$ cat src/rtl/tcw_pkg.sv
// Shared types and constants for the text console writer.
// Holds request codes, character codes, cursor command codes and the cell record.
// No dependencies; every other file of the block imports this package.
package tcw_pkg;

  // Widths fixed by the port definition.
  localparam int IDX_W     = 11;
  localparam int CFG_AW    = 3;
  localparam int CFG_IDX_W = 1;

  // Request kinds carried by in_req_type.
  localparam logic [1:0] REQ_PUT   = 2'd0;
  localparam logic [1:0] REQ_READ  = 2'd1;
  localparam logic [1:0] REQ_CLEAR = 2'd2;

  // Character codes with a control meaning.
  localparam logic [7:0] CHAR_BACKSPACE = 8'd8;
  localparam logic [7:0] CHAR_TAB       = 8'd9;
  localparam logic [7:0] CHAR_NEWLINE   = 8'd10;
  localparam logic [7:0] CHAR_SPACE     = 8'd32;

  // Attribute that the register holds after reset.
  localparam logic [7:0] ATTR_RESET = 8'd7;

  // Configuration register index of the default attribute.
  localparam logic [CFG_IDX_W-1:0] CFG_IDX_ATTR = 1'b0;

  // One stored cell.
  typedef struct packed {
    logic [7:0] ch;
    logic [7:0] attr;
  } cell_t;

  // Cursor update commands.
  typedef logic [2:0] cur_cmd_t;
  localparam cur_cmd_t CUR_HOLD    = 3'd0;
  localparam cur_cmd_t CUR_ADVANCE = 3'd1;
  localparam cur_cmd_t CUR_NEWLINE = 3'd2;
  localparam cur_cmd_t CUR_BACK    = 3'd3;
  localparam cur_cmd_t CUR_TAB     = 3'd4;
  localparam cur_cmd_t CUR_PARK    = 3'd5;
  localparam cur_cmd_t CUR_HOME    = 3'd6;

  // Cursor advance for a tab.
  localparam int TAB_CELLS = 4;

endpackage

$ cat src/rtl/tcw_cursor.sv
// Cursor register of the text console writer, kept as cell number, row and column.
// Depends on tcw_pkg for the cursor command codes.
module tcw_cursor import tcw_pkg::*; #(
  parameter int COLUMNS = 80,
  parameter int ROWS    = 25
) (
  input  logic                               clk,
  input  logic                               rst_n,
  input  cur_cmd_t                           cmd,
  output logic [$clog2(COLUMNS*ROWS+4)-1:0]  cell_no,
  output logic                               scroll_due
);

  localparam int CELLS  = COLUMNS * ROWS;
  localparam int CW     = $clog2(CELLS + 4);
  localparam int ROW_W  = $clog2(ROWS + 1);
  localparam int COL_W  = $clog2(COLUMNS);
  localparam int COL_SW = COL_W + 1;

  logic [CW-1:0]     cell_r, cell_nxt;
  logic [ROW_W-1:0]  row_r, row_nxt;
  logic [COL_W-1:0]  col_r, col_nxt;
  logic [COL_SW-1:0] col_tab;

  assign col_tab = {1'b0, col_r} + COL_SW'(TAB_CELLS);

  always_comb begin
    cell_nxt = cell_r;
    row_nxt  = row_r;
    col_nxt  = col_r;
    unique case (cmd)
      CUR_ADVANCE: begin
        cell_nxt = cell_r + CW'(1);
        if (col_r == COL_W'(COLUMNS - 1)) begin
          col_nxt = '0;
          row_nxt = row_r + ROW_W'(1);
        end else begin
          col_nxt = col_r + COL_W'(1);
        end
      end
      CUR_NEWLINE: begin
        cell_nxt = cell_r - CW'(col_r) + CW'(COLUMNS);
        col_nxt  = '0;
        row_nxt  = row_r + ROW_W'(1);
      end
      CUR_BACK: begin
        if (cell_r != '0) begin
          cell_nxt = cell_r - CW'(1);
          if (col_r == '0) begin
            col_nxt = COL_W'(COLUMNS - 1);
            row_nxt = row_r - ROW_W'(1);
          end else begin
            col_nxt = col_r - COL_W'(1);
          end
        end
      end
      CUR_TAB: begin
        cell_nxt = cell_r + CW'(TAB_CELLS);
        // Columns are at least eight wide, so a tab wraps at most once.
        if (col_tab >= COL_SW'(COLUMNS)) begin
          col_nxt = COL_W'(col_tab - COL_SW'(COLUMNS));
          row_nxt = row_r + ROW_W'(1);
        end else begin
          col_nxt = col_tab[COL_W-1:0];
        end
      end
      CUR_PARK: begin
        cell_nxt = CW'(CELLS - COLUMNS);
        row_nxt  = ROW_W'(ROWS - 1);
        col_nxt  = '0;
      end
      CUR_HOME: begin
        cell_nxt = '0;
        row_nxt  = '0;
        col_nxt  = '0;
      end
      default: begin
      end
    endcase
  end

  always_ff @(posedge clk) begin
    if (!rst_n) begin
      cell_r <= '0;
      row_r  <= '0;
      col_r  <= '0;
    end else begin
      cell_r <= cell_nxt;
      row_r  <= row_nxt;
      col_r  <= col_nxt;
    end
  end

  assign cell_no    = cell_r;
  assign scroll_due = (row_nxt >= ROW_W'(ROWS));

endmodule

$ cat config.mk
export PLATFORM = sky130hd
export DESIGN_NAME = tcw_cursor
export DESIGN_NICKNAME = d
export VERILOG_FILES = /design/src/rtl/tcw_pkg.sv /design/src/rtl/tcw_cursor.sv
export SDC_FILE = /design/constraint.sdc
export NUM_CORES = 1
export LEC_CHECK = 0
export CORE_UTILIZATION = 33
export CTS_CLUSTER_DIAMETER = 100
export DETAILED_ROUTE_END_ITERATION = 10
export DONT_BUFFER_PORTS = 1
export SYNTH_ARGS = -nofsm -noshare
export SYNTH_HDL_FRONTEND = slang
export SYNTH_SLANG_ARGS = --single-unit
export TNS_END_PERCENT = 1
$ cat constraint.sdc
create_clock -name clk -period 6.7 [get_ports clk]
set_input_delay 0.335 -clock clk [delete_from_list [all_inputs] [get_ports clk]]
set_output_delay 0.335 -clock clk [all_outputs]
set_load 0.005 [all_outputs]
Yosys cells after proc, flatten, opt, wreduce, memory -nomap -nowiden:

Index checks and enable logic that the tools add are counted.

* $add $sub $neg: 11
* $mul: 0
* div/mod/pow operators: 0
* magnitude comparators: 2
* equality and inequality tests: 8
* shift operators: 0
* multiplexer cells: 12
* bitwise operators: 0
* reductions and logical operators: 7

Operators by type and width (number)
* case mux 11 bit (6 select lines): 1
* case mux 5 bit (6 select lines): 1
* two-way mux 7 bit: 4
* case mux 7 bit (4 select lines): 1
* two-way mux 5 bit: 4
* adder 11 x 1 -> 11 bit, second input constant: 1
* adder 11 x 3 -> 11 bit, second input constant: 1
* adder 11 x 7 -> 11 bit, second input constant: 1
* two-way mux 11 bit: 1
* nonzero test 11 bit: 1
* subtractor 11 x 1 -> 11 bit, second input constant: 1
* subtractor 11 x 7 -> 11 bit: 1
* == test 3 bit, second input constant: 3
* adder 7 x 3 -> 8 bit, second input constant: 1
* >= comparator 8 x 7 -> 1 bit, second input constant: 1
* adder 7 x 1 -> 7 bit, second input constant: 1
* == test 7 bit, second input constant: 1
* logical NOT 7 bit: 1
* subtractor 7 x 1 -> 7 bit, second input constant: 1
* subtractor 7 bit, second input constant: 1
* == test 3 x 2 -> 1 bit, second input constant: 2
* nonzero test 6 bit: 1
* adder 5 x 1 -> 5 bit, second input constant: 1
* >= comparator 5 bit, second input constant: 1
* other kinds (6): 7

* register bits after elaboration: 23
* bits in latches: 0
* RAM bits: 0
* bits in read-only memories: 0
* output and inout bits: 12
* memories: 0

Depth between registers and ports, before layout:

* depth in word-level cells: 5
* mapped depth: 12

Worst setup path before layout:

OpenSTA, ideal clock, no wires.

* path type: reg-to-output
* start: register col_r[2]
* end: output port scroll_due
* arrival: 2.671 ns
* required time: 6.365 ns
* setup slack: 3.694 ns
* cell stages (with the launch flop): 12
* cells stage by stage: dfxtp_1 -> and2_1 -> nand2_1 -> xnor2_1 -> ha_1 -> and4b_1 -> or4_4 -> and3_4 -> a2111o_1 -> o2111ai_1 -> a22oi_2 -> a211oi_2

* word-level cells in the longest chain between the ends: 5
* elaborated cells between the ends (all ways): 10
* classes of those cells: 1 x add/sub; 2 x order compare; 1 x eq/ne; 5 x mux; 1 x reduce/logical

Ends and longest elaborated chain
* start, declared: line tcw_cursor.sv:22 `logic [COL_W-1:0] col_r, col_nxt;`
* start signal, assigned: line tcw_cursor.sv:90 `col_r <= col_nxt;`
* adder 7 x 3 -> 8 bit or logical NOT 7 bit (tied branches): line tcw_cursor.sv:25, tcw_cursor.sv:49
* >= comparator 8 x 7 -> 1 bit or two-way mux 5 bit (tied branches): line tcw_cursor.sv:60, tcw_cursor.sv:49
* two-way mux 5 bit (on tied branches): line tcw_cursor.sv:60, tcw_cursor.sv:47
* case mux 5 bit (6 select lines) *: line tcw_cursor.sv:31 `unique case (cmd)`
* >= comparator 5 bit *: line tcw_cursor.sv:95 `assign scroll_due = (row_nxt >= ROW_W'(ROWS));`
* end, declared: line tcw_cursor.sv:11 `output logic scroll_due`

Mark *: on every way between the ends. The rest lies on a longest branch, timed or not.

Final worst setup path:

Same ends and word-level chain as after synthesis.

==> out/results.tsv <==
metric	value	unit
IO Pins	17	
Post-synth EDFFs	0	
Die Ht	99.09	um
post-synthesis sequential area ratio	0.1480	
ANT nets after route	0	
Hold Violations, Final	0	
crit path DAT	3.30	ns
Crit Path Category	register to output pin	
Synth cell types	62	
clock sink count	23	
Max Cap Violations	0	
status	complete, no violations	
DR vias/cell	6.040	
die area	9818	um^2
first-iteration detailed-routing DRC count	221	
CTS tree	built	
CP Capture Type	output pin	
Vias	3189	
global-route wire length before repair	15370	um
Max Transition Viols Final	0	
router iterations before antenna repair	5	
fin crit share	0.5424	
Pleak	1.306	nW
share of the synthesized area in the top cell type	0.1609	
DRT Wirelength	9106	um
synth top area cells	ha_1 16%, dfxtp_1 15%, o21ai_0 4.8%	
Synth Instances	431	
final core utilization	0.3505	
syn_area_per_cell	7.217	um^2
Yosys warning count	0	
Initial Utilization	0.3382	
PD cells	195.3	nW/um^2
commonest non-fill, non-tap cell in the layout	ha_1	
root buf cell	clkbuf_8	
H-tree depth	1	
Post-CTS Hold Buffers	0	
Mapped Nets	478	
Yosys top cell by area	ha_1	
CP max FO	8	
asr flop ratio synth	0	
DP HPWL	7082	um
share of cells above drive strength 1	0.03118	
Post-CTS Setup Inserts	0	
GP Congestion	0.9482	
clock latency on the worst-skew pair	0.28	ns
Cell Area, Synth	3110	um^2
Peak Freq	275.2	MHz
largest net degree at the start of global routing	22	
vias in the first global route	3104	
cts repair resizes	0	
critical path required time	6.36	ns
n_diodes	0	
relative slew slack	0.3984	
Port Buffers	0	
flops & latches, synth	23	
Die X	99.09	um
minimum clock period	3.634	ns
area delta synth->final	3.620	%
Critical Path Start Type	register	
wire length per cell	17.25	um
fin nets	465	
Final Skew	0.003237	ns
highest-count cells in the layout ignoring fill and taps	40 x ha_1, 36 x inv_1, 36 x nand2_1	
Slew @ Worst Pin	0.9023	ns
initial antenna violation count	0	
Max Root-Sink Buffers	2	
cell row count	35	
Finish-stage setup viols	0	
Num CTS Buffers	3	
core area	9196	um^2
clock-pin transition on the worst setup and hold timing paths	0.10	ns
GRT overflow	0	
worst min path class	input pin to register	
Final TNS setup	0	ns
VDD IR max	0.0001054	V
GRT Total Usage	0.1945	
main flop type after synthesis	dfxtp_1	
unrepaired setup endpoints after global routing	false	
post-route DRC violation count	0	
## metrics by stage
stage / std cells / hold WS, ns / power, mW / cell area [um^2] / setup WS, ns
2_1_floorplan: 431 / 0.4640 / 0.4522 / 3110 / 3.694
3_3_place_gp: 524 / 0.4803 / 0.5276 / 3177 / 3.387
3_5_place_dp: 524 / 0.4850 / 0.5275 / 3177 / 3.372
4_1_cts: 528 / 0.1952 / 0.6265 / 3223 / 3.066
5_1_grt: 528 / 0.1930 / 0.6842 / 3223 / 2.864
6_report: 528 / 0.1892 / 0.6295 / 3223 / 3.066
## power by group
| group | internal, mW | switching, mW | leakage [nW] | total (mW) |
|---|---|---|---|---|
| clock network | 0.0418 | 0.0556 | 0.0255 | 0.0974 |
| logic | 0.141 | 0.197 | 1.09 | 0.337 |
| registers | 0.153 | 0.0417 | 0.189 | 0.195 |
| total | 0.336 | 0.294 | 1.31 | 0.629 |
## layer usage
| metal | track usage | wire [um] |
|---|---|---|
| met5 | 0 | 0 |
| met4 | 0.07805 | 252 |
| met3 | 0.02695 | 497 |
| met2 | 0.3281 | 4294 |
| met1 | 0.2499 | 4061 |
## logic make-up (layout without fill, tap and decap cells)
kind of cell               after synthesis  in the layout  synth area share
and+or+nand+nor                        147            147            0.2337
AOI/OAI and AO/OA                      136            136            0.2961
buffers and inverters                   56             42           0.07160
adders and majority gates               42             42            0.1738
xor gates and xnor gates                25             25           0.07039
DFF                                     23             23            0.1480
muxes                                    2              2          0.006436
## state kept, by name, summed over array words and instances, names as in the netlist
register and flops:
cell_no 11, col_r 7, row_r 5
## synthesized netlist by cell type (all sizes together), types with 3 or more instances
cell     count
ha          40
inv         36
nand2       36
nor2        34
o21ai       31
a21oi       25
dfxtp       23
nand3       20
nor3        18
clkbuf      13
xnor2       13
xor2        12
a211oi       9
o22ai        8
a21o         7
buf          7
nor2b        7
o211ai       7
a31oi        6
nand4        6
o221ai       6
o31ai        5
a2111oi      4
and3         4
o2111ai      4
or4          4
and2         3
nor4         3
o21a         3
or2          3
## final timing paths
| path | depth (start not counted) | endpoint | startpoint | slack, ns |
|---|---|---|---|---|
| worst max register to register | 11 | cell_no[9] | col_r[1] | 3.55 |
| worst min-delay path | 2 | cell_no[5] | rst_n | 0.19 |
| worst min register to register | 2 | row_r[1] | row_r[1] | 0.55 |
| worst max-delay path | 11 | scroll_due | col_r[2] | 3.07 |
## worst max-delay path, cell delays in order, from the launching register on
cell and delay [ns]:
dfxtp_1 0.47, and2_1 0.26, nand2_1 0.12, xnor2_1 0.18, ha_1 0.22, and4b_1 0.19, or4_4 0.49, and3_4 0.21
a2111o_1 0.40, o2111ai_1 0.12, a22oi_2 0.10, a211oi_2 0.26
## area by class of cell
cell class	instances	area (um^2)
timing repair buffer	2	15.01
fill	1015	5973
clock inverter	1	5.005
sequential	23	460.4
multi-input combinational	352	2427
tap	111	138.9
inverter	36	135.1
clock buffer	3	41.29
No activity file was read; power rests on OpenSTA's default activity.
